$ cat config.mk
export PLATFORM = sky130hd
export DESIGN_NAME = spc_queue
export DESIGN_NICKNAME = d
export VERILOG_FILES = /design/src/hw/rtl/spc_queue.sv
export SDC_FILE = /design/constraint.sdc
export NUM_CORES = 1
export LEC_CHECK = 0
export BUFFER_PORTS_ARGS = -buffer_cell sky130_fd_sc_hd__buf_2
export CELL_PAD_IN_SITES_DETAIL_PLACEMENT = 2
export CELL_PAD_IN_SITES_GLOBAL_PLACEMENT = 2
export CORE_MARGIN = 2
export CORE_UTILIZATION = 34
export CTS_CLUSTER_SIZE = 8
export DETAILED_ROUTE_END_ITERATION = 16
export PLACE_DENSITY_LB_ADDON = 0.12
export SLEW_MARGIN = 40
export SYNTH_ARGS = -nofsm -noshare
export SYNTH_HDL_FRONTEND = slang
export SYNTH_SLANG_ARGS = --single-unit
$ cat constraint.sdc
create_clock -name clock -period 1.8 [get_ports clock]
set_input_delay 0.18 -clock clock [delete_from_list [all_inputs] [get_ports clock]]
set_output_delay 0.18 -clock clock [all_outputs]
set_load 0.02 [all_outputs]
$ cat src/hw/rtl/spc_queue.sv
// Small first-in first-out queue of finished spot totals.
module spc_queue #(
   parameter int WIDTH  = 8,
   parameter int DEPTH  = 2,
   localparam int PTR_W = (DEPTH > 1) ? $clog2(DEPTH) : 1,
   localparam int CNT_W = $clog2(DEPTH + 1)
) (
   input  logic             clock,
   input  logic             reset,
   input  logic             push_valid,
   output logic             push_ready,
   input  logic [WIDTH-1:0] push_data,
   output logic             pop_valid,
   input  logic             pop_ready,
   output logic [WIDTH-1:0] pop_data
);

   logic [WIDTH-1:0] mem_ff [DEPTH];
   logic [PTR_W-1:0] wr_ptr_ff, wr_ptr_in;
   logic [PTR_W-1:0] rd_ptr_ff, rd_ptr_in;
   logic [CNT_W-1:0] fill_ff, fill_in;
   logic             push;
   logic             pop;

   assign push_ready = fill_ff != CNT_W'(DEPTH);
   assign pop_valid  = fill_ff != '0;
   assign pop_data   = mem_ff[rd_ptr_ff];
   assign push       = push_valid && push_ready;
   assign pop        = pop_valid && pop_ready;

   // Pointer and fill bookkeeping.
   always_comb begin
      wr_ptr_in = wr_ptr_ff;
      rd_ptr_in = rd_ptr_ff;
      fill_in   = fill_ff;
      if (push) begin
         wr_ptr_in = (wr_ptr_ff == PTR_W'(DEPTH - 1)) ? '0 : wr_ptr_ff + PTR_W'(1);
      end
      if (pop) begin
         rd_ptr_in = (rd_ptr_ff == PTR_W'(DEPTH - 1)) ? '0 : rd_ptr_ff + PTR_W'(1);
      end
      if (push && !pop) begin
         fill_in = fill_ff + CNT_W'(1);
      end else if (pop && !push) begin
         fill_in = fill_ff - CNT_W'(1);
      end
   end

   always_ff @(posedge clock) begin
      if (reset) begin
         wr_ptr_ff <= '0;
         rd_ptr_ff <= '0;
         fill_ff   <= '0;
      end else begin
         wr_ptr_ff <= wr_ptr_in;
         rd_ptr_ff <= rd_ptr_in;
         fill_ff   <= fill_in;
      end
   end

   // Entry storage.
   always_ff @(posedge clock) begin
      if (push) begin
         mem_ff[wr_ptr_ff] <= push_data;
      end
   end

endmodule

==> results.md, run 1 <==
- Outcome: completed
- Global routing's busiest layer: met2
- Power per cell area: 1390 nW/um^2
- Pwr Total: 1.35 mW
- Worst Setup Start Kind: flop
- Max Fanout on Critical Path: 5
- Setup Skew: 2.32 ps
- Sw Pwr: roughly 440 uW
- Core area: 2230 sq um
- Most frequent cells in the layout: 21 x buf_2, 16 x edfxtp_1, 8 x mux2_2, 5 x dfxtp_1
- Max-cap violation count: 0
- Area grow syn2layout: 20.0%
- Fill cell count: 246
- Worst path bufs/invs: 0
- Commonest non-fill, non-tap cell in the layout: buf_2
- Post-CTS Hold Fix Bufs: 0
- Met3 global-route usage: approximately 3.4%
- Routing usage on met1: 12.6%
- RSZ-0062 raised after global routing: false
- Max_slew headroom: 73.4%
- # clock sinks: 21
- Max Fclk: 628 MHz
- Hold Fails Final Rpt: 0
- Crit. End Element: flop
- Die Height: 52.7 um
- CTS tree: yes
- Cell row count: 17
- Yosys top cell by area: edfxtp_1
- CP top delay family: simple AND/OR/NAND/NOR gates
- Internal power: 904 uW
- Gpl congestion: 0.681
- First-pass GRT wire length: 2280 um
- Yosys reg bits: 21
- Synth area leaders: edfxtp_1 60%, dfxtp_1 12%, mux2_2 11%
- Cell variety after synth: 17
- Crit-path max cell delay: 380 ps
- Die area: 2780 sq um
- Max VDD drop: 0.000625 V
- Drt first pass iters: 3
- Largest net degree at the start of global routing: 12
- Syn_nets: 62
- Post-route ant nets: 0
- IO Port Bufs: 21
- CTS max path bufs: 2
- Hold Crit Class: in2reg
- TritonCTS Buffers: 3
- Post-synth top area share: 59.6%
- Final setup violation count: 0
- # diodes: 0
- CP arrival: between 1500 and 2000 ps
- Vias per inst: 4.66
- Synth Instances: 49
- Setup TNS: 0 ps
- Final WL: 1400 um
- Warnings, synthesis: 0
- Routed WL per cell: 13.9 um
- Final core utilization: 43.3%
- Critical path data required time: slightly above 2000 ps
- Antenna violations before repair: 0
- Clk root buf: clkbuf_4
- Final HPWL DP: 1110 um
- P_leak: between 0.3 and 0.4 nW
- Critical Path Slowest Stage Cell: or3_1
- Cell Chain, Critical Path: nand2b_4 > and2_1 > ha_1 > or3_1 > a21oi_1
- Worst-path clk slew: 110 ps
- Nets: 87
- Die width: around 53 um
- Initial drt markers: 1
- Mapped Area: 806 sq um
- Post-CTS setup buffers: 0
- Post-cts resize count: 0
- Clk_lat worst skew: 290 ps
- Fin crit share: 88.4%
- Vias in the first global route: 525
- Power share of the clock group: 16.0%
- Share of cells above drive strength 1: between 40% and 50%
- Combinational power share: between 30% and 40%
- Sequential area share after synthesis: 72.0%
- Final min period: roughly 1600 ps
- Switch share: 32.9%
- IO Pins: 22
- Overall fraction of global-route tracks in use: 11.9%
- CTS H-tree lvls: 1
- Grt met2 use: 21.5%
- Total overflow reported by the global router: 0
- Vias: 471
- Register share of total power: 50.5%
- DRC violations left: 0
- Max Slew Vio Count: 0
- Crit Path Category: reg2reg
- Worst-margin pin slew: about 400 ps
- Initial Utilization: 36.1%
- Avg Inst Size Synth: 16.4 sq um
-- metal layers --
metal	vias to the layer above	wire, um
met5	-	0
met4	0	0
met3	0	64
met2	11	794
met1	232	541
li1	228	-
-- metrics by stage --
stage          setup WS, ps  hold slack [ps]  instance area, sq um  cells
2_1_floorplan           276              249                   806     49
3_3_place_gp            275              369                   941     97
3_5_place_dp            217              373                   941     97
4_1_cts                 189             54.9                   967    101
5_1_grt                 120             49.5                   967    101
6_report                209             69.6                   967    101
-- synth_stat cells --
cell      count
a21bo_2       1
a21oi_1       2
and2_1        1
and3_1        1
buf_2         1
dfxtp_1       5
edfxtp_1     16
ha_1          1
inv_1         1
mux2_2        8
nand2b_4      1
nand3b_1      1
nor2_1        3
o21ai_0       2
or2_2         1
or3_1         1
xor2_1        3
-- path summary, 6_finish.rpt --
path	startpoint	endpoint	slack, ps	cells past startpoint
max	fill_ff[0]	fill_ff[1]	210	5
min	push_data[4]	mem_ff[0][4]	70	1
max reg2reg	fill_ff[0]	fill_ff[1]	210	5
min reg2reg	rd_ptr_ff	rd_ptr_ff	550	2
-- kinds of logic (layout without fill, tap and decap cells) --
family,after synthesis,count (layout),synth area share (%)
simple gates,9,9,7.14
buf+inv,2,26,1.09
mux,8,8,11.2
compound gates,5,5,3.73
xor+xnor,3,3,3.26
flops,21,21,72.1
fa+ha+maj,1,1,1.55
-- area by class of cell --
type / count / area [sq um] / share of cell area [%]
Inverter: 1 / 3.75 / 0.388
Clock buffer: 4 / 26.3 / 2.72
Timing Repair Buffer: 21 / 105 / 10.9
Sequential cell: 21 / 581 / 60.0
Multi-Input combinational cell: 26 / 216 / 22.4
Tap cell: 28 / 35.0 / 3.62
-- registers in the layout, summed over array words and instances (netlist names), named ones only --
name / flops
mem_ff: 16
rd_ptr_ff: 1
fill_ff: 2
wr_ptr_ff: 1
-- power groups by stage --
stage	combinational, mW	sequential, mW	clock [mW]
6_report	0.451	0.681	0.216
3_3_place_gp	0.447	0.692	0
3_5_place_dp	0.458	0.696	0
4_1_cts	0.462	0.686	0.228
5_1_grt	0.493	0.697	0.243
2_1_floorplan	0.356	0.658	0
Note: power is estimated with default switching activity, not from simulation.
==> inputs of run 2 (changes only) <==
BUFFER_PORTS_ARGS = -buffer_cell sky130_fd_sc_hd__clkbuf_2   (was -buffer_cell sky130_fd_sc_hd__buf_2)
==> run 2 against run 1 <==
  * Global-route usage rose by 0.99 points
  * Total power is 1.5% higher
  * Final area did not move
  * Register-to-register slack worse by 20 ps
  * Critical path type unchanged
  * Clock power up 6%
  * Largest power group unchanged
  * Non-clock buffer count unchanged
  * Critical path depth is the same
==> results.md, run 2 (synthesized netlist as in run 1, its figures left out) <==
- Pwr Total: 1.37 mW (+1.5%)
- Hold Startpoint: push_data[3]
- Post-cts resize count: 0 (unchanged)
- Largest register by flop count: mem_ff
- Total overflow reported by the global router: 0 (unchanged)
- Largest register FFs: 16 (unchanged)
- Max-cap violation count: 0 (unchanged)
- Final setup violation count: 0 (unchanged)
- Clk_lat worst skew: 300 ps (about the same)
- Gpl congestion: 0.678 (-0.46%)
- CTS max path bufs: 2 (unchanged)
- Max_slew headroom: 74.1% (+0.71 points)
- Worst-margin pin slew: 389 ps (-10.6 ps)
- Cell row count: 17 (unchanged)
- Critical path data required time: 2050 ps (about the same)
- IO Port Bufs: 21 (unchanged)
- Final HPWL DP: 1090 um (-1.1%)
- Nets: 87 (unchanged)
- Max Slew Vio Count: 0 (unchanged)
- Crit Path Category: reg2reg
- Final core utilization: 43.3% (unchanged)
- Initial drt markers: 1 (unchanged)
- Fin crit share: 89.7% (+1.3 points)
- Post-CTS setup buffers: 0 (unchanged)
- Die area: 2780 sq um (unchanged)
- Final min period: 1610 ps (+23.3 ps)
- Drt first pass iters: 2 (-1)
- # clock sinks: 21 (unchanged)
- Vias in the first global route: 501 (-4.6%)
- Die width: 52.7 um (unchanged)
- Max VDD drop: 0.000612 V (-2.0%)
- IO Pins: 22 (unchanged)
- Hold Crit Class: in2reg
- Core area: 2230 sq um (unchanged)
- Share of cells above drive strength 1: 47.9% (unchanged)
- Worst Setup Start Kind: flop
- Power per cell area: 1410 nW/um^2 (+1.5%)
- RSZ-0062 raised after global routing: false
- CP arrival: 1860 ps (+30 ps)
- Max Fclk: 619 MHz (-1.4%)
- Clk root buf: clkbuf_4
- Max Fanout on Critical Path: 5 (unchanged)
- Routed WL per cell: 14.2 um (+2.4%)
- Hold Fails Final Rpt: 0 (unchanged)
- TritonCTS Buffers: 3 (unchanged)
- # diodes: 0 (unchanged)
- Worst-path clk slew: 110 ps (about the same)
- Final WL: 1430 um (+2.4%)
- Largest net degree at the start of global routing: 12 (unchanged)
- Crit. End Element: flop
- CTS H-tree lvls: 1 (unchanged)
- Area grow syn2layout: 20.0% (unchanged)
- P_leak: 0.387 nW (+1.4%)
- CTS tree: yes
- Setup TNS: 0 ps (unchanged)
- Vias: 467 (-0.85%)
- Commonest non-fill, non-tap cell in the layout: clkbuf_2
- Antenna violations before repair: 0 (unchanged)
- Vias per inst: 4.62 (-0.85%)
- Top Registers: mem_ff: 16 flops, fill_ff: 2 flops
- Setup Skew: 1.79 ps (-0.535 ps)
- Most frequent cells in the layout: 21 x clkbuf_2, 16 x edfxtp_1, 8 x mux2_2, 5 x dfxtp_1
- Overall fraction of global-route tracks in use: 12.8% (+0.99 points)
- CP Launch Point: fill_ff[0]
- Post-CTS Hold Fix Bufs: 0 (unchanged)
- Die Height: 52.7 um (unchanged)
- DRC violations left: 0 (unchanged)
- Initial Utilization: 36.1% (unchanged)
- Post-route ant nets: 0 (unchanged)
- First-pass GRT wire length: 2340 um (+2.5%)
- Outcome: completed
- Worst reg2reg path startpoint: fill_ff[0]
run 2: cell types whose count changed in the layout (fill, tap and decap cells not counted):
cell / delta
buf_2: -21
clkbuf_2: +21
run 2: per-stage QoR:
stage                     setup slack (ps)  hold WS (ps)  area (sq um)  cells
after detailed placement               198           374           941     97
after global placement                 275           370           941     97
after CTS                              170          45.6           967    101
final                                  185          53.5           967    101
after global routing                  59.8          45.3           967    101
after floorplan                        276           249           806     49
run 2: area by class of cell:
class                      count  area (sq um)
clock buffer                   4          26.3
fill                         246          1270
inverter                       1          3.75
multi-input combinational     26           216
sequential                    21           581
tap                           28          35.0
timing repair buffer          21           105
run 2: worst max-delay path, cell delays in order, from the launching register on:
cell	delay [ps]
dfxtp_1	380
nand2b_4	170
and2_1	160
ha_1	320
or3_1	390
a21oi_1	140
run 2: per-layer routing:
metal | routed length (um) | vias to the layer above | global-route usage [%]
met3 | 58 | 5 | 3.43
met2 | 729 | 14 | 22.3
met4 | 42 | 0 | 8.97
met1 | 603 | 221 | 13.2
li1 | - | 227 | -
met5 | 0 | - | 0
run 2: report_power, final:
group | total, mW | leakage, nW | internal, mW | switching [mW]
logic | 0.456 | 0.181 | 0.202 | 0.253
registers | 0.684 | 0.191 | 0.615 | 0.0688
clock network | 0.229 | 0.0150 | 0.0865 | 0.142
total | 1.37 | 0.387 | 0.904 | 0.465
run 2: final timing paths:
kind | end | slack (ps) | cells past startpoint
setup / recovery | fill_ff[1] | 190 | 5
hold / removal | mem_ff[0][3] | 50 | 1
setup reg to reg | fill_ff[1] | 190 | 5
hold reg to reg | rd_ptr_ff | 530 | 2
==> inputs of run 3 (changes only) <==
CELL_PAD_IN_SITES_DETAIL_PLACEMENT = default   (was 2)
CELL_PAD_IN_SITES_GLOBAL_PLACEMENT = default   (was 2)
CORE_UTILIZATION = 44   (was 34)
HOLD_SLACK_MARGIN = 0.06   (was default)
==> run 3 against run 2 <==
  * Sequential share of layout area down 2.7 points
  * Routed wire length shrank 19%
  * Total power is 2.0% lower
  * Die area down 21%
  * Critical path type unchanged
  * Critical endpoint unchanged
  * Largest power group unchanged
  * Highest routed layer is now met3
==> results.md, run 3 (synthesized netlist as in run 1, its figures left out) <==
- Final setup violation count: 0 (unchanged)
- Overall fraction of global-route tracks in use: 12.3% (-0.52 points)
- Die area: 2190 sq um (-21%)
- First-pass GRT wire length: 1740 um (-26%)
- # diodes: 0 (unchanged)
- Final WL: 1160 um (-19%)
- Area grow syn2layout: 25.8%
- Clk_lat worst skew: 290 ps (about the same)
- CP Launch Point: fill_ff[0]
- Nets: 92 (+5.7%)
- Post-cts resize count: 0 (unchanged)
- Register area: 581 sq um (unchanged)
- CTS max path bufs: 2 (unchanged)
- Drt first pass iters: 1 (-1)
- # clock sinks: 21 (unchanged)
- Commonest non-fill, non-tap cell in the layout: clkbuf_2
- Die Height: 46.8 um (-11%)
- Largest register FFs: 16 (unchanged)
- Worst-margin pin slew: 392 ps (+3.22 ps)
- Post-CTS Hold Fix Bufs: 0 (unchanged)
- Crit. End Element: flop
- Cell row count: 15 (-2)
- Setup TNS: 0 ps (unchanged)
- Max-cap violation count: 0 (unchanged)
- Vias per inst: 4.61 (-0.26%)
- Worst Setup EP: fill_ff[1]
- Vias in the first global route: 437 (-13%)
- Post-route ant nets: 0 (unchanged)
- Largest net degree at the start of global routing: 12 (unchanged)
- Final HPWL DP: 847 um (-23%)
- Most frequent cells in the layout: 21 x clkbuf_2, 16 x edfxtp_1, 8 x mux2_2, 5 x dfxtp_1, 5 x dlygate4sd3_1
- Antenna violations before repair: 0 (unchanged)
- Hold Crit Class: in2reg
- Share of cells above drive strength 1: 44.9% (-3.1 points)
- Reg-to-Reg End: fill_ff[1]
- Final non-filler cell area: 1010 sq um (+4.8%)
- Max Slew Vio Count: 0 (unchanged)
- Final core utilization: 58.7% (+15 points)
- Final min period: 1570 ps (-44.3 ps)
- Max_slew headroom: 73.8% (-0.21 points)
- Core area: 1730 sq um (-23%)
- Critical path data required time: 2030 ps (-20 ps)
- Clk root buf: clkbuf_4
- Worst reg2reg setup slack: 230 ps (+40 ps)
- CTS tree: yes
- Area occupied by multi-input gates: 216 sq um (unchanged)
- Pwr Total: 1.34 mW (-2.0%)
- IO Port Bufs: 21 (unchanged)
- P_leak: 0.408 nW (+5.4%)
- Power per cell area: 1320 nW/um^2 (-6.5%)
- Gpl congestion: 0.668 (-1.4%)
- Crit Path Category: reg2reg
- Post-CTS setup buffers: 0 (unchanged)
- TritonCTS Buffers: 3 (unchanged)
- Routed WL per cell: 11.3 um (-21%)
- RSZ-0062 raised after global routing: false
- Largest register by flop count: mem_ff
- Max Fclk: 637 MHz (+2.8%)
- Hold Fails Final Rpt: 0 (unchanged)
- Initial Utilization: 46.7% (+11 points)
- DRC violations left: 0 (unchanged)
- Outcome: completed
- DP Area: 937 sq um (-0.40%)
- Worst Setup Start Kind: flop
- Fin crit share: 87.2% (-2.5 points)
- Die width: 46.8 um (-11%)
- Max Fanout on Critical Path: 5 (unchanged)
- IO Pins: 22 (unchanged)
- CP arrival: 1800 ps (-60 ps)
- Max VDD drop: 0.000675 V (+10%)
- Worst-path clk slew: 100 ps (about the same)
- Setup Skew: 2.13 ps (+0.347 ps)
- Initial drt markers: 0 (-1)
- Worst reg2reg path startpoint: fill_ff[0]
- R2R cell count: 5 (unchanged)
- Vias: 475 (+1.7%)
- Fill cell count: 158 (-36%)
- Top Registers: mem_ff: 16 flops, fill_ff: 2 flops
- CTS H-tree lvls: 1 (unchanged)
- Total overflow reported by the global router: 0 (unchanged)
run 3: cell count changes in the layout (fill, tap and decap cells not counted), sizes merged:
cell / before / now
dlygate4sd3: 0 / 5
run 3: report_power, final:
group	switching, mW	leakage (nW)	internal (mW)
clock	0.124	0.0150	0.0860
combinational	0.243	0.202	0.209
sequential	0.0637	0.191	0.615
run 3: worst min-delay path by stage:
stage                       startpoint           end  slack [ps]  cells after the start
final                     push_data[0]  mem_ff[0][0]          80                      1
after global routing      push_data[6]  mem_ff[1][6]          60                      1
after CTS                 push_data[1]  mem_ff[1][1]          60                      1
after detailed placement  push_data[0]  mem_ff[0][0]         380                      1
after global placement    push_data[6]  mem_ff[1][6]         370                      1
after floorplan                  reset    fill_ff[1]         250                      1
run 3: stage by stage:
stage / setup WS, ps / std cells / hold WS (ps)
floorplan: 276 / 49 / 249
global placement: 285 / 94 / 370
detailed placement: 249 / 94 / 376
CTS: 196 / 98 / 61.7
global route: 136 / 103 / 62.8
finish: 230 / 103 / 78.5
run 3: metal layers:
layer,global-route usage (%),part of all wire (%)
met4,6.67,0
met5,0,0
met1,13.6,43
met3,4.62,4.8
met2,20.5,52
run 3: area by class of cell:
class,instances,share of cell area [%]
Sequential cell,21,57.3
Multi-Input combinational cell,26,21.4
Timing Repair Buffer,26,15.3
Tap cell,25,3.09
Clock buffer,4,2.59
Inverter,1,0.370
run 3: critical path, cell delays in order, from the launching register on:
cell and delay (ps):
dfxtp_1 370, nand2b_4 170, and2_1 160, ha_1 310, or3_1 380, a21oi_1 130
