==> config.mk <==
export PLATFORM = sky130hd
export DESIGN_NAME = spc_front_flat
export DESIGN_NICKNAME = d
export VERILOG_FILES = /design/src/hw/rtl/spc_pkg.sv /design/src/hw/rtl/spc_if.sv /design/src/hw/rtl/spc_front.sv /design/src/flat_wrapper.sv
export SDC_FILE = /design/constraint.sdc
export NUM_CORES = 2
export LEC_CHECK = 0
export ABC_AREA = 1
export BUFFER_PORTS_ARGS = -buffer_cell sky130_fd_sc_hd__buf_2
export CORE_ASPECT_RATIO = 1.5
export CORE_UTILIZATION = 65
export DETAILED_ROUTE_END_ITERATION = 8
export MAX_ROUTING_LAYER = met4
export PLACE_DENSITY = 0.84
export SYNTH_ARGS = -nofsm -noshare
export SYNTH_HDL_FRONTEND = slang
export SYNTH_SLANG_ARGS = --single-unit
==> constraint.sdc <==
create_clock -name clock -period 18.4 [get_ports clock]
set_clock_uncertainty 0.1 [all_clocks]
set_input_delay 0.92 -clock clock [delete_from_list [all_inputs] [get_ports clock]]
set_output_delay 0.92 -clock clock [all_outputs]
set_load 0.05 [all_outputs]
==> src/hw/rtl/spc_pkg.sv <==
// Shared constants and width helpers for the spot centroid accumulator.
package spc_pkg;

   // Number of finished spots that can wait between the accumulator and the divider.
   localparam int QUEUE_DEPTH = 2;

   // Width of the clamped photon total over a full spot.
   function automatic int ph_sum_w(input int photon_bits, input int max_pixels);
      return photon_bits - 1 + $clog2(max_pixels);
   endfunction

   // Width of a pixel counter that can hold the capacity itself.
   function automatic int count_w(input int max_pixels);
      return $clog2(max_pixels + 1);
   endfunction

endpackage

==> src/hw/rtl/spc_if.sv <==
// Valid/ready channel interfaces for the pixel input and the spot result output.
interface spc_pixel_if #(
   parameter int COL_BITS    = 10,
   parameter int LINE_BITS   = 10,
   parameter int FRAME_BITS  = 20,
   parameter int PHOTON_BITS = 24
);
   logic                          valid;
   logic                          ready;
   logic [COL_BITS-1:0]           pixel_col;
   logic [LINE_BITS-1:0]          pixel_line;
   logic [FRAME_BITS-1:0]         frame_number;
   logic signed [PHOTON_BITS-1:0] photon_count;
   logic                          last_pixel;

   modport source (
      output valid, pixel_col, pixel_line, frame_number, photon_count, last_pixel,
      input  ready
   );
   modport sink (
      input  valid, pixel_col, pixel_line, frame_number, photon_count, last_pixel,
      output ready
   );
endinterface


==> src/hw/rtl/spc_front.sv <==
// Pixel front end: clamps counts, forms weighted products and accumulates the spot totals.
module spc_front #(
   parameter int COL_BITS      = 10,
   parameter int LINE_BITS     = 10,
   parameter int FRAME_BITS    = 20,
   parameter int PHOTON_BITS   = 24,
   parameter int MAX_PIXELS    = 4096,
   localparam int PH_W         = PHOTON_BITS - 1,
   localparam int SUM_PH_W     = spc_pkg::ph_sum_w(PHOTON_BITS, MAX_PIXELS),
   localparam int SUM_COL_W    = SUM_PH_W + COL_BITS,
   localparam int SUM_LINE_W   = SUM_PH_W + LINE_BITS,
   localparam int SUM_FRAME_W  = SUM_PH_W + FRAME_BITS,
   localparam int CNT_W        = spc_pkg::count_w(MAX_PIXELS)
) (
   input  logic                   clock,
   input  logic                   reset,
   spc_pixel_if.sink              req_chan,
   output logic                   snap_valid,
   input  logic                   snap_ready,
   output logic [SUM_COL_W-1:0]   snap_sum_col,
   output logic [SUM_LINE_W-1:0]  snap_sum_line,
   output logic [SUM_FRAME_W-1:0] snap_sum_frame,
   output logic [SUM_PH_W-1:0]    snap_sum_ph,
   output logic [PH_W-1:0]        snap_peak,
   output logic [CNT_W-1:0]       snap_count,
   output logic [COL_BITS-1:0]    snap_min_col,
   output logic [COL_BITS-1:0]    snap_max_col,
   output logic [LINE_BITS-1:0]   snap_low_line,
   output logic [LINE_BITS-1:0]   snap_high_line,
   output logic [FRAME_BITS-1:0]  snap_start_frame,
   output logic [FRAME_BITS-1:0]  snap_end_frame,
   output logic                   snap_overflow
);

   localparam int PCOL_W   = COL_BITS + PH_W;
   localparam int PLINE_W  = LINE_BITS + PH_W;
   localparam int PFRAME_W = FRAME_BITS + PH_W;
   localparam logic [CNT_W-1:0] CAPACITY = CNT_W'(MAX_PIXELS);

   // Product stage registers.
   logic                  s1_valid_ff, s1_valid_in;
   logic                  s1_last_ff;
   logic [COL_BITS-1:0]   s1_col_ff;
   logic [LINE_BITS-1:0]  s1_line_ff;
   logic [FRAME_BITS-1:0] s1_frame_ff;
   logic [PH_W-1:0]       s1_ph_ff;
   logic [PCOL_W-1:0]     s1_pcol_ff;
   logic [PLINE_W-1:0]    s1_pline_ff;
   logic [PFRAME_W-1:0]   s1_pframe_ff;

   // Accumulator registers.
   logic [SUM_COL_W-1:0]   sum_col_ff, sum_col_in;
   logic [SUM_LINE_W-1:0]  sum_line_ff, sum_line_in;
   logic [SUM_FRAME_W-1:0] sum_frame_ff, sum_frame_in;
   logic [SUM_PH_W-1:0]    sum_ph_ff, sum_ph_in;
   logic [PH_W-1:0]        peak_ff, peak_in;
   logic [CNT_W-1:0]       cnt_ff, cnt_in;
   logic [COL_BITS-1:0]    min_col_ff, min_col_in, max_col_ff, max_col_in;
   logic [LINE_BITS-1:0]   low_line_ff, low_line_in, high_line_ff, high_line_in;
   logic [FRAME_BITS-1:0]  start_frame_ff, start_frame_in, end_frame_ff, end_frame_in;
   logic                   ovf_ff, ovf_in;

   logic                   accept;
   logic                   s1_advance;
   logic [PH_W-1:0]        ph;
   logic                   room;

   // A negative count carries no weight.
   assign ph = req_chan.photon_count[PHOTON_BITS-1] ? '0 : req_chan.photon_count[PH_W-1:0];

   // The product stage moves on unless it holds a last pixel and the queue is full.
   assign s1_advance     = s1_valid_ff && (!s1_last_ff || snap_ready);
   assign req_chan.ready = !s1_valid_ff || s1_advance;
   assign accept         = req_chan.valid && req_chan.ready;

   always_comb begin
      s1_valid_in = s1_valid_ff;
      if (accept) begin
         s1_valid_in = 1'b1;
      end else if (s1_advance) begin
         s1_valid_in = 1'b0;
      end
   end

   always_ff @(posedge clock) begin
      if (reset) begin
         s1_valid_ff <= 1'b0;
      end else begin
         s1_valid_ff <= s1_valid_in;
      end
   end

   // Weighted products, one multiplier per coordinate.
   always_ff @(posedge clock) begin
      if (accept) begin
         s1_last_ff   <= req_chan.last_pixel;
         s1_col_ff    <= req_chan.pixel_col;
         s1_line_ff   <= req_chan.pixel_line;
         s1_frame_ff  <= req_chan.frame_number;
         s1_ph_ff     <= ph;
         s1_pcol_ff   <= PCOL_W'(req_chan.pixel_col) * PCOL_W'(ph);
         s1_pline_ff  <= PLINE_W'(req_chan.pixel_line) * PLINE_W'(ph);
         s1_pframe_ff <= PFRAME_W'(req_chan.frame_number) * PFRAME_W'(ph);
      end
   end

   // Updated totals including the pixel in the product stage; a full spot only flags overflow.
   always_comb begin
      room             = cnt_ff != CAPACITY;
      snap_sum_col     = sum_col_ff;
      snap_sum_line    = sum_line_ff;
      snap_sum_frame   = sum_frame_ff;
      snap_sum_ph      = sum_ph_ff;
      snap_peak        = peak_ff;
      snap_count       = cnt_ff;
      snap_min_col     = min_col_ff;
      snap_max_col     = max_col_ff;
      snap_low_line    = low_line_ff;
      snap_high_line   = high_line_ff;
      snap_start_frame = start_frame_ff;
      snap_end_frame   = end_frame_ff;
      snap_overflow    = ovf_ff;
      if (room) begin
         snap_sum_col   = sum_col_ff + SUM_COL_W'(s1_pcol_ff);
         snap_sum_line  = sum_line_ff + SUM_LINE_W'(s1_pline_ff);
         snap_sum_frame = sum_frame_ff + SUM_FRAME_W'(s1_pframe_ff);
         snap_sum_ph    = sum_ph_ff + SUM_PH_W'(s1_ph_ff);
         snap_count     = cnt_ff + CNT_W'(1);
         if (s1_ph_ff > peak_ff) begin
            snap_peak = s1_ph_ff;
         end
         if (s1_col_ff < min_col_ff) begin
            snap_min_col = s1_col_ff;
         end
         if (s1_col_ff > max_col_ff) begin
            snap_max_col = s1_col_ff;
         end
         if (s1_line_ff < low_line_ff) begin
            snap_low_line = s1_line_ff;
         end
         if (s1_line_ff > high_line_ff) begin
            snap_high_line = s1_line_ff;
         end
         if (s1_frame_ff < start_frame_ff) begin
            snap_start_frame = s1_frame_ff;
         end
         if (s1_frame_ff > end_frame_ff) begin
            snap_end_frame = s1_frame_ff;
         end
      end else begin
         snap_overflow = 1'b1;
      end
   end

   // The last pixel hands the totals to the queue in the same cycle it is accumulated.
   assign snap_valid = s1_valid_ff && s1_last_ff;

   // Next accumulator state: hold, take the update, or clear after a last pixel.
   always_comb begin
      sum_col_in     = sum_col_ff;
      sum_line_in    = sum_line_ff;
      sum_frame_in   = sum_frame_ff;
      sum_ph_in      = sum_ph_ff;
      peak_in        = peak_ff;
      cnt_in         = cnt_ff;
      min_col_in     = min_col_ff;
      max_col_in     = max_col_ff;
      low_line_in    = low_line_ff;
      high_line_in   = high_line_ff;
      start_frame_in = start_frame_ff;
      end_frame_in   = end_frame_ff;
      ovf_in         = ovf_ff;
      if (s1_advance) begin
         if (s1_last_ff) begin
            sum_col_in     = '0;
            sum_line_in    = '0;
            sum_frame_in   = '0;
            sum_ph_in      = '0;
            peak_in        = '0;
            cnt_in         = '0;
            min_col_in     = '1;
            max_col_in     = '0;
            low_line_in    = '1;
            high_line_in   = '0;
            start_frame_in = '1;
            end_frame_in   = '0;
            ovf_in         = 1'b0;
         end else begin
            sum_col_in     = snap_sum_col;
            sum_line_in    = snap_sum_line;
            sum_frame_in   = snap_sum_frame;
            sum_ph_in      = snap_sum_ph;
            peak_in        = snap_peak;
            cnt_in         = snap_count;
            min_col_in     = snap_min_col;
            max_col_in     = snap_max_col;
            low_line_in    = snap_low_line;
            high_line_in   = snap_high_line;
            start_frame_in = snap_start_frame;
            end_frame_in   = snap_end_frame;
            ovf_in         = snap_overflow;
         end
      end
   end

   always_ff @(posedge clock) begin
      if (reset) begin
         sum_col_ff     <= '0;
         sum_line_ff    <= '0;
         sum_frame_ff   <= '0;
         sum_ph_ff      <= '0;
         peak_ff        <= '0;
         cnt_ff         <= '0;
         min_col_ff     <= '1;
         max_col_ff     <= '0;
         low_line_ff    <= '1;
         high_line_ff   <= '0;
         start_frame_ff <= '1;
         end_frame_ff   <= '0;
         ovf_ff         <= 1'b0;
      end else begin
         sum_col_ff     <= sum_col_in;
         sum_line_ff    <= sum_line_in;
         sum_frame_ff   <= sum_frame_in;
         sum_ph_ff      <= sum_ph_in;
         peak_ff        <= peak_in;
         cnt_ff         <= cnt_in;
         min_col_ff     <= min_col_in;
         max_col_ff     <= max_col_in;
         low_line_ff    <= low_line_in;
         high_line_ff   <= high_line_in;
         start_frame_ff <= start_frame_in;
         end_frame_ff   <= end_frame_in;
         ovf_ff         <= ovf_in;
      end
   end

endmodule

==> src/flat_wrapper.sv <==
// flat-port wrapper written by rule: the top's interface ports become plain ports
module spc_front_flat 
#(
   parameter int COL_BITS      = 10,
   parameter int LINE_BITS     = 10,
   parameter int FRAME_BITS    = 20,
   parameter int PHOTON_BITS   = 24,
   parameter int MAX_PIXELS    = 4096,
   localparam int PH_W         = PHOTON_BITS - 1,
   localparam int SUM_PH_W     = spc_pkg::ph_sum_w(PHOTON_BITS, MAX_PIXELS),
   localparam int SUM_COL_W    = SUM_PH_W + COL_BITS,
   localparam int SUM_LINE_W   = SUM_PH_W + LINE_BITS,
   localparam int SUM_FRAME_W  = SUM_PH_W + FRAME_BITS,
   localparam int CNT_W        = spc_pkg::count_w(MAX_PIXELS)
)
  (clock, reset, snap_valid, snap_ready, snap_sum_col, snap_sum_line, snap_sum_frame, snap_sum_ph, snap_peak, snap_count, snap_min_col, snap_max_col, snap_low_line, snap_high_line, snap_start_frame, snap_end_frame, snap_overflow, req_chan_valid, req_chan_pixel_col, req_chan_pixel_line, req_chan_frame_number, req_chan_photon_count, req_chan_last_pixel, req_chan_ready);
  spc_pixel_if #(.COL_BITS(COL_BITS), .LINE_BITS(LINE_BITS), .FRAME_BITS(FRAME_BITS), .PHOTON_BITS(PHOTON_BITS)) req_chan_i ();
  input  logic clock;
  input  logic reset;
  output logic snap_valid;
  input  logic snap_ready;
  output logic [SUM_COL_W-1:0] snap_sum_col;
  output logic [SUM_LINE_W-1:0] snap_sum_line;
  output logic [SUM_FRAME_W-1:0] snap_sum_frame;
  output logic [SUM_PH_W-1:0] snap_sum_ph;
  output logic [PH_W-1:0] snap_peak;
  output logic [CNT_W-1:0] snap_count;
  output logic [COL_BITS-1:0] snap_min_col;
  output logic [COL_BITS-1:0] snap_max_col;
  output logic [LINE_BITS-1:0] snap_low_line;
  output logic [LINE_BITS-1:0] snap_high_line;
  output logic [FRAME_BITS-1:0] snap_start_frame;
  output logic [FRAME_BITS-1:0] snap_end_frame;
  output logic snap_overflow;
  input wire logic [$bits(req_chan_i.valid)-1:0] req_chan_valid;
  input wire logic [$bits(req_chan_i.pixel_col)-1:0] req_chan_pixel_col;
  input wire logic [$bits(req_chan_i.pixel_line)-1:0] req_chan_pixel_line;
  input wire logic [$bits(req_chan_i.frame_number)-1:0] req_chan_frame_number;
  input wire logic [$bits(req_chan_i.photon_count)-1:0] req_chan_photon_count;
  input wire logic [$bits(req_chan_i.last_pixel)-1:0] req_chan_last_pixel;
  output wire logic [$bits(req_chan_i.ready)-1:0] req_chan_ready;
  assign req_chan_i.valid = req_chan_valid;
  assign req_chan_i.pixel_col = req_chan_pixel_col;
  assign req_chan_i.pixel_line = req_chan_pixel_line;
  assign req_chan_i.frame_number = req_chan_frame_number;
  assign req_chan_i.photon_count = req_chan_photon_count;
  assign req_chan_i.last_pixel = req_chan_last_pixel;
  assign req_chan_ready = req_chan_i.ready;
  spc_front #(.COL_BITS(COL_BITS), .LINE_BITS(LINE_BITS), .FRAME_BITS(FRAME_BITS), .PHOTON_BITS(PHOTON_BITS), .MAX_PIXELS(MAX_PIXELS)) u_core (.clock(clock), .reset(reset), .req_chan(req_chan_i), .snap_valid(snap_valid), .snap_ready(snap_ready), .snap_sum_col(snap_sum_col), .snap_sum_line(snap_sum_line), .snap_sum_frame(snap_sum_frame), .snap_sum_ph(snap_sum_ph), .snap_peak(snap_peak), .snap_count(snap_count), .snap_min_col(snap_min_col), .snap_max_col(snap_max_col), .snap_low_line(snap_low_line), .snap_high_line(snap_high_line), .snap_start_frame(snap_start_frame), .snap_end_frame(snap_end_frame), .snap_overflow(snap_overflow));
endmodule
==> qor.txt <==
setup TNS: 0 ns
setup ws final: 9.911 ns
class of the worst hold path: in -> reg
critical path's most frequent cell: inv_1
CTS root buf: clkbuf_16
prevailing post-synth register cell: dfxtp_1
antenna violations before repair: 24
EDFF count, synth: 173
DR top layer: met4
fmax: 117.8 MHz
hold_buf cts: 0
CTS H-Tree Depth: 2
Layout Area Growth over Synthesis: 7.056%
Pleak: 34.06 nW
Final Cycle Share: 0.4614
sequential share of the synthesized area: 0.1773
TritonCTS Sinks: 471
pre-CTS WS: 9.484 ns
dpl hpwl: 176800 um
CP startpoint kind: primary input
met1 WL: 78320 um
CTS resizes: 0
row cnt: 139
run status: finished, violations left
Critical Path AT: 8.75 ns
Yosys reg bits: 471
power density over the cells: 128.9 mW/mm^2
Netlist cell types: 59
Worst Path Buf+Inv: 11
share of layout cells above drive strength 1: 0.06622
Yosys warning count: 0
CP max FO: 23
CTS tree: done
design area: 0.06741 mm^2
reported max-cap violation count: 0
Tot GR Track Use: 0.4879
Setup violations, final: 0
area share of the largest cell type after synthesis: 0.2257
Synth area leaders: fa_1 (23%), nand2_1 (14%), ha_1 (10%), dfxtp_1 (9.5%), inv_1 (9.0%)
total grt overflow: 0
CP Capture Type: flop
Pre-antenna DRT Iters: 9
slowest CP cell: nand2_1
DR WL/cell: 22.55 um
worst skew pair latency: 0.68 ns
Starting Density: 0.6571
Die Height: 383.2 um
mapped cell area: 0.06296 mm^2
RSZ-0062 raised after global routing: false
DRC: 18
required time of the critical path: 18.66 ns
met2 WL: 104600 um
clock transition at the registers of the reported paths: 0.07 ns
Routed Antenna Nets: 0
Synthesized Nets: 10150
Syn Inst Count: 8844
utilization after layout: 0.7034
Final Hold Fails: 0
Final Non-Filler Cells: 10320
Placed Instance Area: 0.06554 mm^2
I/O pin count: 368
Final nets: 10290
CTS Buf Count: 53
gpl congestion: 1.064
CP max stage delay: 0.74 ns
Max rail drop VDD: 192.9 uV
Core ar.: 0.09583 mm^2
vias per inst: 6.058
asr flop ratio synth: 0
Die W: 256.1 um
Die Area: 0.09814 mm^2
met3 wire length: 26600 um
CP delay by family, top: adder cells
port bufs: 367
Max-slew headroom: 0.1547
vias in the first global route: 62740
final wirelength: 232700 um
cell taking the most area after synthesis: fa_1
largest net degree at the start of global routing: 153
postcts setup bufs: 0
first-pass GRT wire length: 353700 um
critical setup path kind: in -> reg
Initial DRC Count: 7089
Syn Area/Cell: 7.119 um^2
Slew Limit Fails: 0
Worst-Margin Slew: 1.255 ns
placed cell count: 10200
failing checks: design-rule violations
Tmin final: 8.489 ns
Clock Path Buffers: 3
DR vias: 62520
==> metal layers <==
layer | vias up | track usage
met1 | 29170 | 0.5246
met3 | 1477 | 0.1471
met5 | - | -
met4 | 0 | 0.3911
li1 | 27880 | -
met2 | 3996 | 0.7483
==> worst paths after layout <==
kind | from | end | slack (ns) | cells past startpoint
worst max-delay path | req_chan_photon_count[23] | u_core.s1_pframe_ff[23]$_DFFE_PP_ | 9.91 | 28
worst min register to register | u_core.peak_ff[4]$_SDFFE_PP0P_ | u_core.peak_ff[4]$_SDFFE_PP0P_ | 0.37 | 2
worst min-delay path | req_chan_last_pixel | u_core.s1_last_ff$_DFFE_PP_ | 0.32 | 1
worst max register to register | u_core.cnt_ff[0]$_SDFFE_PP0P_ | u_core.sum_line_ff[21]$_SDFFE_PP0P_ | 14.65 | 12
==> synth_stat cells (all sizes together) (3+ instances only) <==
master	count
nand3	373
nor3b	3
xnor2	77
o221ai	3
nor3	67
a221oi	7
nand2	2344
a21o	22
a21boi	21
nor4	23
o2111ai	4
a31oi	25
nand4	68
nand3b	49
mux2i	6
a21oi	649
ha	523
or2	57
inv	1524
o21a	16
and3	3
fa	710
xor2	92
dfxtp	298
clkbuf	273
o31ai	5
o21ai	301
edfxtp	173
and2	67
nor2	907
o21bai	37
o211ai	42
clkinv	9
buf	58
==> cell type report <==
cell class,instances,area [um^2]
multi-input combinational,6509,44770
fill,7752,28420
sequential,471,11160
inverter,1533,5764
timing repair buffer,417,2260
tap,1269,1588
clock buffer,64,1439
clock inverter,36,377.9
antenna,21,52.55
==> worst reg2reg max path: cells and delay by family (launching register included) <==
kind                       cells  cell delay (ns)
AOI/OAI and AO/OA              2             0.20
adders and majority gates      1             0.20
buffers and inverters          5             1.71
DFF                            1             0.35
and+or+nand+nor                4             1.04
==> metrics by stage <==
stage	total power, mW	hold WS (ns)
3_5_place_dp	7.391	0.3562
2_1_floorplan	5.682	0.3453
5_1_grt	9.240	0.3156
6_report	8.692	0.3170
4_1_cts	8.548	0.3069
3_3_place_gp	7.284	0.3518
==> logic make-up after synthesis <==
logic type,count (synthesis),share of synthesized area
flip-flops,471,0.1773
multiplexers,6,0.0009539
buffers and inverters,1864,0.1125
XOR/XNOR,169,0.02351
AND/OR/NAND/NOR,3961,0.2576
AO/OA/AOI/OAI,1140,0.09858
adder cells (fa/ha/maj),1233,0.3297
==> flip-flops by register name (all words and copies together) (netlist names) <==
signal	count
u_core.cnt_ff	13
u_core.end_frame_ff	20
u_core.high_line_ff	10
u_core.low_line_ff	10
u_core.max_col_ff	10
u_core.min_col_ff	10
u_core.ovf_ff	1
u_core.peak_ff	23
u_core.s1_col_ff	10
u_core.s1_frame_ff	20
u_core.s1_last_ff	1
u_core.s1_line_ff	10
u_core.s1_pcol_ff	33
u_core.s1_pframe_ff	43
u_core.s1_ph_ff	23
u_core.s1_pline_ff	33
u_core.s1_valid_ff	1
u_core.start_frame_ff	20
u_core.sum_col_ff	45
u_core.sum_frame_ff	55
u_core.sum_line_ff	45
u_core.sum_ph_ff	35
==> cells in the final DEF, fill, tap and decap left out, types with 42 or more instances in the layout <==
| cell type | n |
|---|---|
| nand3_1 | 369 |
| xor2_1 | 92 |
| and2_1 | 67 |
| or2_2 | 55 |
| fa_1 | 710 |
| buf_4 | 47 |
| nor3_1 | 65 |
| o211ai_1 | 42 |
| nand2_1 | 2341 |
| buf_2 | 366 |
| clkbuf_16 | 54 |
| a21oi_1 | 645 |
| inv_1 | 1513 |
| o21ai_0 | 277 |
| nor2_1 | 905 |
| ha_1 | 523 |
| nand3b_1 | 49 |
| dfxtp_1 | 298 |
| xnor2_1 | 77 |
| edfxtp_1 | 173 |
| nand4_1 | 68 |
==> power breakdown <==
group          switching, mW  internal (mW)
Sequential             0.154           1.39
Combinational           4.16           1.86
Clock                  0.524          0.615
Note: power is estimated with default switching activity, not from simulation.
